## src/hdl/sli_pkg.sv

```systemverilog
package sli_pkg;

  localparam int DATA_W = 32;

  // command codes
  localparam logic [1:0] CMD_INSERT  = 2'd0;
  localparam logic [1:0] CMD_REMOVE  = 2'd1;
  localparam logic [1:0] CMD_DISPLAY = 2'd2;

  // result status codes
  localparam logic [2:0] ST_INSERTED  = 3'd0;
  localparam logic [2:0] ST_FULL      = 3'd1;
  localparam logic [2:0] ST_DELETED   = 3'd2;
  localparam logic [2:0] ST_NOT_FOUND = 3'd3;
  localparam logic [2:0] ST_EMPTY     = 3'd4;
  localparam logic [2:0] ST_LISTED    = 3'd5;

  // controller to datapath commands
  typedef struct packed {
    logic do_insert;
    logic do_remove;
    logic show_empty;
    logic list_step;
    logic list_last;
  } sli_ctl_t;

endpackage

```

## src/hdl/sli_datapath.sv

```systemverilog
module sli_datapath import sli_pkg::*; #(
  parameter int CAPACITY = 16,
  localparam int CNT_W = $clog2(CAPACITY + 1)
) (
  input  logic                     clk,
  input  logic                     rst,
  input  sli_ctl_t                 ctl,
  input  logic signed [DATA_W-1:0] operand_value,
  output logic [CNT_W-1:0]         count,
  output logic                     result_strobe,
  output logic [2:0]               status,
  output logic signed [DATA_W-1:0] result_value,
  output logic                     last
);

  logic signed [DATA_W-1:0] entries [CAPACITY];
  logic [CAPACITY-1:0] lt;
  logic [CAPACITY-1:0] eqm;
  logic [CAPACITY-1:0] hit;
  logic                full;
  logic                found;

  assign full  = (count == CNT_W'(CAPACITY));
  assign found = hit[CAPACITY-1];

  genvar gi;
  generate
    for (gi = 0; gi < CAPACITY; gi++) begin : g_cell
      logic                     valid;
      logic signed [DATA_W-1:0] ins_val;
      logic signed [DATA_W-1:0] rem_val;
      logic signed [DATA_W-1:0] rot_val;

      assign valid   = (CNT_W'(gi) < count);
      assign lt[gi]  = valid && (entries[gi] < operand_value);
      assign eqm[gi] = valid && (entries[gi] == operand_value);
      // first match at or below this slot
      assign hit[gi] = |eqm[gi:0];

      // insert: keep smaller values, drop operand at boundary, shift rest up
      if (gi == 0) begin : g_ins0
        assign ins_val = lt[0] ? entries[0] : operand_value;
      end else begin : g_insn
        assign ins_val = lt[gi] ? entries[gi] :
                         (lt[gi-1] ? operand_value : entries[gi-1]);
      end

      // remove: slots at and above the match pull from above
      // display: rotate the occupied slots down, head wraps to the top
      if (gi == CAPACITY - 1) begin : g_top
        assign rem_val = entries[gi];
        assign rot_val = (CNT_W'(gi) == count - CNT_W'(1)) ? entries[0] : entries[gi];
      end else begin : g_mid
        assign rem_val = hit[gi] ? entries[gi+1] : entries[gi];
        assign rot_val = (CNT_W'(gi + 1) < count) ? entries[gi+1] :
                         ((CNT_W'(gi) == count - CNT_W'(1)) ? entries[0] : entries[gi]);
      end

      always_ff @(posedge clk) begin
        if (ctl.do_insert && !full) begin
          entries[gi] <= ins_val;
        end else if (ctl.do_remove && found) begin
          entries[gi] <= rem_val;
        end else if (ctl.list_step) begin
          entries[gi] <= rot_val;
        end
      end
    end
  endgenerate

  always_ff @(posedge clk) begin
    if (rst) begin
      count         <= '0;
      result_strobe <= 1'b0;
    end else begin
      result_strobe <= ctl.do_insert || ctl.do_remove || ctl.show_empty || ctl.list_step;
      if (ctl.do_insert && !full) begin
        count <= count + CNT_W'(1);
      end else if (ctl.do_remove && found) begin
        count <= count - CNT_W'(1);
      end
    end
  end

  always_ff @(posedge clk) begin
    if (ctl.do_insert) begin
      status       <= full ? ST_FULL : ST_INSERTED;
      result_value <= operand_value;
      last         <= 1'b1;
    end else if (ctl.do_remove) begin
      if (count == '0) begin
        status <= ST_EMPTY;
      end else if (!found) begin
        status <= ST_NOT_FOUND;
      end else begin
        status <= ST_DELETED;
      end
      result_value <= operand_value;
      last         <= 1'b1;
    end else if (ctl.show_empty) begin
      status       <= ST_EMPTY;
      result_value <= '0;
      last         <= 1'b1;
    end else if (ctl.list_step) begin
      status       <= ST_LISTED;
      result_value <= entries[0];
      last         <= ctl.list_last;
    end
  end

  a_count_range: assert property (@(posedge clk) disable iff (rst)
    count <= CNT_W'(CAPACITY))
    else $error("entry count above capacity");

  a_list_result: assert property (@(posedge clk) disable iff (rst)
    ctl.list_step |=> result_strobe && status == ST_LISTED)
    else $error("list step produced no listed entry");

  a_insert_grows: assert property (@(posedge clk) disable iff (rst)
    ctl.do_insert && !full |=> count == $past(count) + CNT_W'(1))
    else $error("accepted insert did not grow the store");

endmodule

```

## src/hdl/sli_ctrl.sv

```systemverilog
module sli_ctrl import sli_pkg::*; #(
  parameter int CAPACITY = 16,
  localparam int CNT_W = $clog2(CAPACITY + 1),
  localparam int IDX_W = $clog2(CAPACITY)
) (
  input  logic             clk,
  input  logic             rst,
  input  logic             start,
  input  logic [1:0]       command,
  input  logic [CNT_W-1:0] count,
  output logic             busy,
  output sli_ctl_t         ctl
);

  localparam logic S_IDLE = 1'b0;
  localparam logic S_LIST = 1'b1;

  logic             state;
  logic             state_next;
  logic [IDX_W-1:0] idx;
  logic [IDX_W-1:0] idx_next;
  logic             accept;
  logic             at_end;

  assign busy   = (state == S_LIST);
  assign accept = start && !busy;
  assign at_end = ((CNT_W'(idx) + CNT_W'(1)) == count);

  always_comb begin
    ctl        = '0;
    state_next = state;
    idx_next   = idx;
    case (state)
      S_IDLE: begin
        if (accept) begin
          case (command)
            CMD_INSERT: ctl.do_insert = 1'b1;
            CMD_REMOVE: ctl.do_remove = 1'b1;
            CMD_DISPLAY: begin
              if (count == '0) begin
                ctl.show_empty = 1'b1;
              end else begin
                state_next = S_LIST;
                idx_next   = '0;
              end
            end
            default: ;  // drop unused code
          endcase
        end
      end
      S_LIST: begin
        ctl.list_step = 1'b1;
        ctl.list_last = at_end;
        if (at_end) begin
          state_next = S_IDLE;
        end else begin
          idx_next = idx + IDX_W'(1);
        end
      end
      default: state_next = S_IDLE;
    endcase
  end

  always_ff @(posedge clk) begin
    if (rst) begin
      state <= S_IDLE;
      idx   <= '0;
    end else begin
      state <= state_next;
      idx   <= idx_next;
    end
  end

  a_busy_nonempty: assert property (@(posedge clk) disable iff (rst)
    busy |-> count != '0)
    else $error("listing an empty store");

  a_list_ends: assert property (@(posedge clk) disable iff (rst)
    ctl.list_step && ctl.list_last |=> !busy)
    else $error("listing did not stop after last entry");

  a_list_starts: assert property (@(posedge clk) disable iff (rst)
    accept && command == CMD_DISPLAY && count != '0 |=> busy)
    else $error("display of nonempty store did not start listing");

endmodule

```

## src/hdl/sorted_list_insert_remove_unit.sv

```systemverilog
// Sorted list unit: keeps up to CAPACITY signed 32-bit values in ascending order.
//
// Input: an item (command, operand_value) is taken at a rising edge where start is
// high and busy is low. Commands: insert, remove, display; the unused code is
// dropped with no result.
// Output: each result shows on status/result_value/last for one cycle with
// result_strobe high. last marks the final result of an item.
// Insert and remove update the store at the accept edge, and their single result
// appears in the next cycle; busy stays low, so a new item may follow each cycle.
// A display of n entries keeps busy high while the list state emits them, rotating
// the register row one slot per cycle and emitting the head, so results come one
// per cycle from the list state. The display rate is set by that single read port
// at slot 0. An empty display gives one empty result in the next cycle.
// Reset: the entry count clears; no result is pending. Entry contents are not reset.
// The receiver cannot stall: every result must be taken in its strobe cycle.
module sorted_list_insert_remove_unit import sli_pkg::*; #(
  parameter int CAPACITY = 16
) (
  input  logic                     clk,
  input  logic                     rst,
  input  logic                     start,
  output logic                     busy,
  input  logic [1:0]               command,
  input  logic signed [DATA_W-1:0] operand_value,
  output logic                     result_strobe,
  output logic [2:0]               status,
  output logic signed [DATA_W-1:0] result_value,
  output logic                     last
);

  localparam int CNT_W = $clog2(CAPACITY + 1);

  sli_ctl_t         ctl;
  logic [CNT_W-1:0] count;

  sli_ctrl #(
    .CAPACITY(CAPACITY)
  ) u_ctrl (
    .clk    (clk),
    .rst    (rst),
    .start  (start),
    .command(command),
    .count  (count),
    .busy   (busy),
    .ctl    (ctl)
  );

  sli_datapath #(
    .CAPACITY(CAPACITY)
  ) u_datapath (
    .clk          (clk),
    .rst          (rst),
    .ctl          (ctl),
    .operand_value(operand_value),
    .count        (count),
    .result_strobe(result_strobe),
    .status       (status),
    .result_value (result_value),
    .last         (last)
  );

endmodule

```

## config.mk

```make
export PLATFORM = sky130hd
export DESIGN_NAME = sorted_list_insert_remove_unit
export DESIGN_NICKNAME = d
export VERILOG_FILES = /design/src/hdl/sli_pkg.sv /design/src/hdl/sli_datapath.sv /design/src/hdl/sli_ctrl.sv /design/src/hdl/sorted_list_insert_remove_unit.sv
export SDC_FILE = /design/constraint.sdc
export NUM_CORES = 2
export LEC_CHECK = 0
export BUFFER_PORTS_ARGS = -buffer_cell sky130_fd_sc_hd__buf_4
export CAP_MARGIN = 20
export CORE_MARGIN = 3
export CORE_UTILIZATION = 54
export CTS_CLUSTER_DIAMETER = 80
export DETAILED_ROUTE_END_ITERATION = 6
export GPL_ROUTABILITY_DRIVEN = 0
export PLACE_DENSITY = 0.7
export SLEW_MARGIN = 20
export SYNTH_ARGS = -nofsm -noshare
export SYNTH_HDL_FRONTEND = slang
export SYNTH_HIERARCHICAL = 1
export SYNTH_SLANG_ARGS = --single-unit
```

## constraint.sdc

```tcl
create_clock -name clk -period 19 [get_ports clk]
set_clock_uncertainty 0.05 [all_clocks]
set_input_delay 1.9 -clock clk [delete_from_list [all_inputs] [get_ports clk]]
set_output_delay 1.9 -clock clk [all_outputs]
set_load 0.05 [all_outputs]
```

# [Word-level counts from Yosys, hierarchy flattened]
# Memory sizes are Yosys's and may differ from the RTL's.
# Cells that the tools add are included.
[totals] romBits=0 inputBits=37 mem_bits_rw=512 latch_bits=0 n_memories=1 reg_bits=47
[memory_table] memory="u_datapath.entries" words=16 word_bits=32 rd=16 rd_ports_with_merged_regs=0 wr=16 line_no="sli_datapath.sv:16" text="logic signed [DATA_W-1:0] entries [CAPACITY];"
[classes] reduce_logical=61 n_mux=147 order_cmp=32 n_eq_ne=39 n_shift=0 mul=0 bitwise=33 div_mod_pow=0 addsub=4
[ops] op="2-to-1 mux 32 bit" count=112
[ops] op="== test 32 bit" count=16
[ops] op="< comparator 32 bit" count=16
[ops] op="== test 4 x 5 -> 1 bit, first input constant" count=8
[ops] op="< comparator 4 x 5 -> 1 bit, first input constant" count=8
[ops] op="logical AND 1 bit" count=35
[ops] op="bitwise OR 1 bit" count=32
[ops] op="2-to-1 mux 3 bit" count=7
[ops] op="== test 3 x 5 -> 1 bit, first input constant" count=4
[ops] op="< comparator 3 x 5 -> 1 bit, first input constant" count=4
[ops] op="2-to-1 mux 1 bit" count=19
[ops] op="2-to-1 mux 4 bit" count=4
[ops] op="OR reduction 16 bit" count=1
[ops] op="OR reduction 15 bit" count=1
[ops] op="OR reduction 14 bit" count=1
[ops] op="OR reduction 13 bit" count=1
[ops] op="OR reduction 12 bit" count=1
[ops] op="OR reduction 11 bit" count=1
[ops] op="== test 2 x 5 -> 1 bit, first input constant" count=2
[ops] op="< comparator 1 x 5 -> 1 bit, first input constant" count=2
[ops] op="< comparator 2 x 5 -> 1 bit, first input constant" count=2
[ops] op="2-to-1 mux 5 bit" count=2
[ops] op="OR reduction 10 bit" count=1
[ops] op="OR reduction 9 bit" count=1
[ops] op="29 further kinds" count=35

# [Logic depth before layout (Yosys ltp)]
[depth] depth_word=11 ltp_mapped=16

# [Hierarchy]
# The synthesis kept the hierarchy.
[by_module_without_submodules] mod="sli_datapath" cells_per_inst=4158 area_per_inst_um2=42846.1 n_inst=1 seq_area_each_um2=16565.9
[by_module_without_submodules] mod="sli_ctrl" cells_per_inst=44 area_per_inst_um2=417.9 n_inst=1 seq_area_each_um2=100.1

# [Least setup slack after synthesis]
# Ideal clock, no wire load.
[synth_path] kind="in2reg" from="in operand_value[15]" to="mem u_datapath.entries[10][0], enable pin" arrival_time_ns=7.547 required_ns=18.480 setup_time_ns=0.470 setup_slack_ns=10.933 path_buffers=3 path_stages=13 cell_sequence="clkbuf_1 clkbuf_1 inv_1 ha_1 a21oi_1 o21ai_0 a211o_1 o311a_1 a211oi_1 mux2i_1 clkbuf_1 nor2_1 a211oi_1"
[synth_lines] element="start: declaration" line_no="sorted_list_insert_remove_unit.sv:24" text="input logic signed [DATA_W-1:0] operand_value,"
[synth_lines] element="end: declaration" line_no="sli_datapath.sv:16"

==> flow_summary.yaml <==
status:
  status: "complete, but fails checks"
  violations: "DRC"
clocking:
  post_cts.repair.setup_buffers: 0
  htreeDepth: 3
  clkSlewWorstSetupHoldPaths_ps: 60
  cts_buffer_depth: 3
  clockRootBuffer: "clkbuf_16"
  cts_buffers: 67
  clock_latency_ps: 640
  cts_resized: 0
  cts_tree: "yes"
  cts.sinks: 559
  post_cts_hold_buffer_count: 0
synth:
  synth_seq_cells: 559
  synthesis.yosys.warnings: 6
  asyncSetResetFlopFracSynth_pct: 0
  synth-edff-count: 547
  mappedNetlistNets: 4759
  post_synthesis_cell_area_um2: 43260
  synthesized_instance_count: 4202
  synth_sequential_area_ratio_pct: 38.52
  synth_ff_type: "edfxtp_1"
  syn-mean-instance-area_um2: 10.30
  netlist-cell-type-count: 83
setup_path:
  timing.critical_path.cells: "buf_4, inv_1, ha_1, nand4_1, nor4_1, nand4_1, nand4_1, o41ai_4, buf_4, nand2_8, buf_4, buf_4, o21ai_0"
  critical_path.slowest_cell: "nor4_1"
  path_class: "primary input to flop"
  worst_setup_path_end_kind: "flop"
  critPathMaxStageDelay_ps: 980
  required_ps: 19290
  cp_most_frequent_cell: "buf_4"
  worstPathMaxFanout: 155
  arrival_ps: 8320
  worstSetupStartpoint: "operand_value[23]"
  r2r-start: "u_datapath/count[0]"
  worst_setup_path_start_kind: "primary input"
min_path:
  worst_hold_path_type: "flop to flop"
  hold_path_startpoint: "u_datapath/last"
placed_design:
  detailedPlacementHpwl_mm: 115.6
  port_buffers: 74
  pre_cts_ws_ps: 10660
timing:
  finalWorstPathRequiredPeriod_ps: 8039
  hold_viol_final: 0
  fin_setup_tns_ps: 0
  timing_max_transition_violations_final: 0
  finalCritPeriodShare_pct: 42.31
  layout_setup_ws_ps: 10960
  setup_viol: 0
  tightest_slew_ps: 1255
  unrepaired_setup_endpoints_after_global_routing: "false"
  max_freq_ghz: 0.1244
  slew_headroom_pct: 15.29
pwr:
  max-vdd-ir-drop_uv: 71.76
  design_power_total_mw: 3.185
  p_int_mw: 2.280
  power.share.switching_pct: 28.43
  total_leakage_power_nw: 18.87
  power_frac_clock_pct: 40.4
  p_seq_share_pct: 45.6
  power_frac_comb_pct: 14.0
  power.switching_uw: 905.5
  powerDensity_nw_per_um2: 67.51
global_route:
  grt_start_max_net_pins: 156
  grt_pass1_vias: 37010
  globalRoute.totalOverflow: 0
  initial_antenna_violation_count: 4
  global_route_wire_length_before_repair_mm: 242.5
  global_route.usage.total_pct: 38.57
layout:
  drive_above_1_share_pct: 9.025
  most-common-layout-cells: "edfxtp_1, ha_1, mux2i_1"
  layout_commonest_cell: "edfxtp_1"
  num-nets-final: 4673
  final_core_utilization_pct: 59.63
  area_delta_synth_final_pct: 9.061
detailed_routing:
  wl_per_cell_um: 31.73
  drt_pass1_iterations: 7
  drc_errors: 107
  vias_per_cell: 7.529
  antenna_violating_nets_post_route: 0
  drt_iter0_markers: 6305
  drt-total-wl_mm: 165.5
  num_vias: 39280
floorplanning:
  total_die_area_um2: 83550
  chipWidth_um: 289.1
  die_height_um: 289.1
  std_cell_rows: 103
  core_area_um2: 79130
  io-pin-count: 75
  starting_density_of_the_core_pct: 54.68
flow_run:
  cap_viol_max_count: 0
[Yosys cell counts, types with 78 or more instances]
library cell | n | area share (%)
o21ai_1 | 113 | 1.3
nor2_1 | 129 | 1.1
nand4_1 | 141 | 2.0
a21oi_1 | 225 | 2.6
edfxtp_1 | 547 | 38
mux2i_1 | 475 | 11
nand2_1 | 188 | 1.6
o21ai_0 | 401 | 4.6
ha_1 | 520 | 15
a22oi_1 | 319 | 5.5
inv_1 | 78 | 0.68
clkbuf_1 | 265 | 2.3
[worst max-delay path: cells and delay by family]
family | cells | cell delay [ps]
adder cells (fa/ha/maj) | 1 | 500
AO/OA/AOI/OAI | 2 | 350
buffers and inverters | 5 | 2810
AND/OR/NAND/NOR | 5 | 2570
[logic make-up (layout without fill, tap and decap cells)]
group,Yosys count,in the layout,share of synthesized area [%]
mux,507,507,11.82
simple gates,756,756,9.026
fa+ha+maj,520,520,15.04
xor+xnor,9,9,0.1822
buf+inv,412,376,3.777
compound gates,1439,1439,21.63
other cells,0,1,0
flops,559,559,38.52
[state kept, by name, indices dropped and copies added (netlist names)]
| name | cells |
|---|---|
| u_datapath/result_value | 32 |
| u_datapath/last | 1 |
| u_datapath/entries | 512 |
| u_datapath/count | 5 |
| u_datapath/result_strobe | 1 |
| u_ctrl/idx | 4 |
| u_ctrl/busy | 1 |
| u_datapath/status | 3 |
[final timing paths]
path                                      to  slack (ps)  depth (start not counted)
hold / removal               u_datapath/last         430                          2
setup / recovery  u_datapath/entries[12][25]       10960                         13
hold reg to reg              u_datapath/last         430                          2
setup reg to reg  u_datapath/entries[12][25]       12430                          9
[power groups by stage]
stage	Combinational (mW)	Clock [mW]	Sequential, mW
2_1_floorplan	0.261	0	1.48
5_1_grt	0.477	1.34	1.45
4_1_cts	0.429	1.29	1.45
3_5_place_dp	0.427	0	1.48
6_report	0.446	1.29	1.45
3_3_place_gp	0.414	0	1.48
[layer usage]
layer	part of all wire, %	routed length, µm	vias up	track usage [%]
li1	-	-	16510	-
met1	38	62620	18780	52.12
met2	42	69330	3285	56.92
met3	14	23610	696	10.89
met4	6.0	9944	4	18.84
met5	0.014	24	-	0
[cell type report]
type / instances / area (µm²)
fill: 6682 / 31940
multi-input combinational: 3231 / 25450
sequential: 559 / 16670
clock buffer: 87 / 1804
timing repair buffer: 178 / 1364
tap: 1050 / 1314
inverter: 79 / 296.5
clock inverter: 32 / 286.5
antenna: 1 / 2.502
[per-stage QoR]
step / hold slack [ps] / cell area, µm² / instances
after floorplan: 436.4 / 43260 / 4202
after global placement: 407.9 / 45020 / 5095
after detailed placement: 417.4 / 45060 / 5096
after CTS: 431.1 / 47150 / 5215
after global routing: 478.9 / 47180 / 5216
final: 426.7 / 47180 / 5217
No activity file was read; power rests on OpenSTA's default activity.
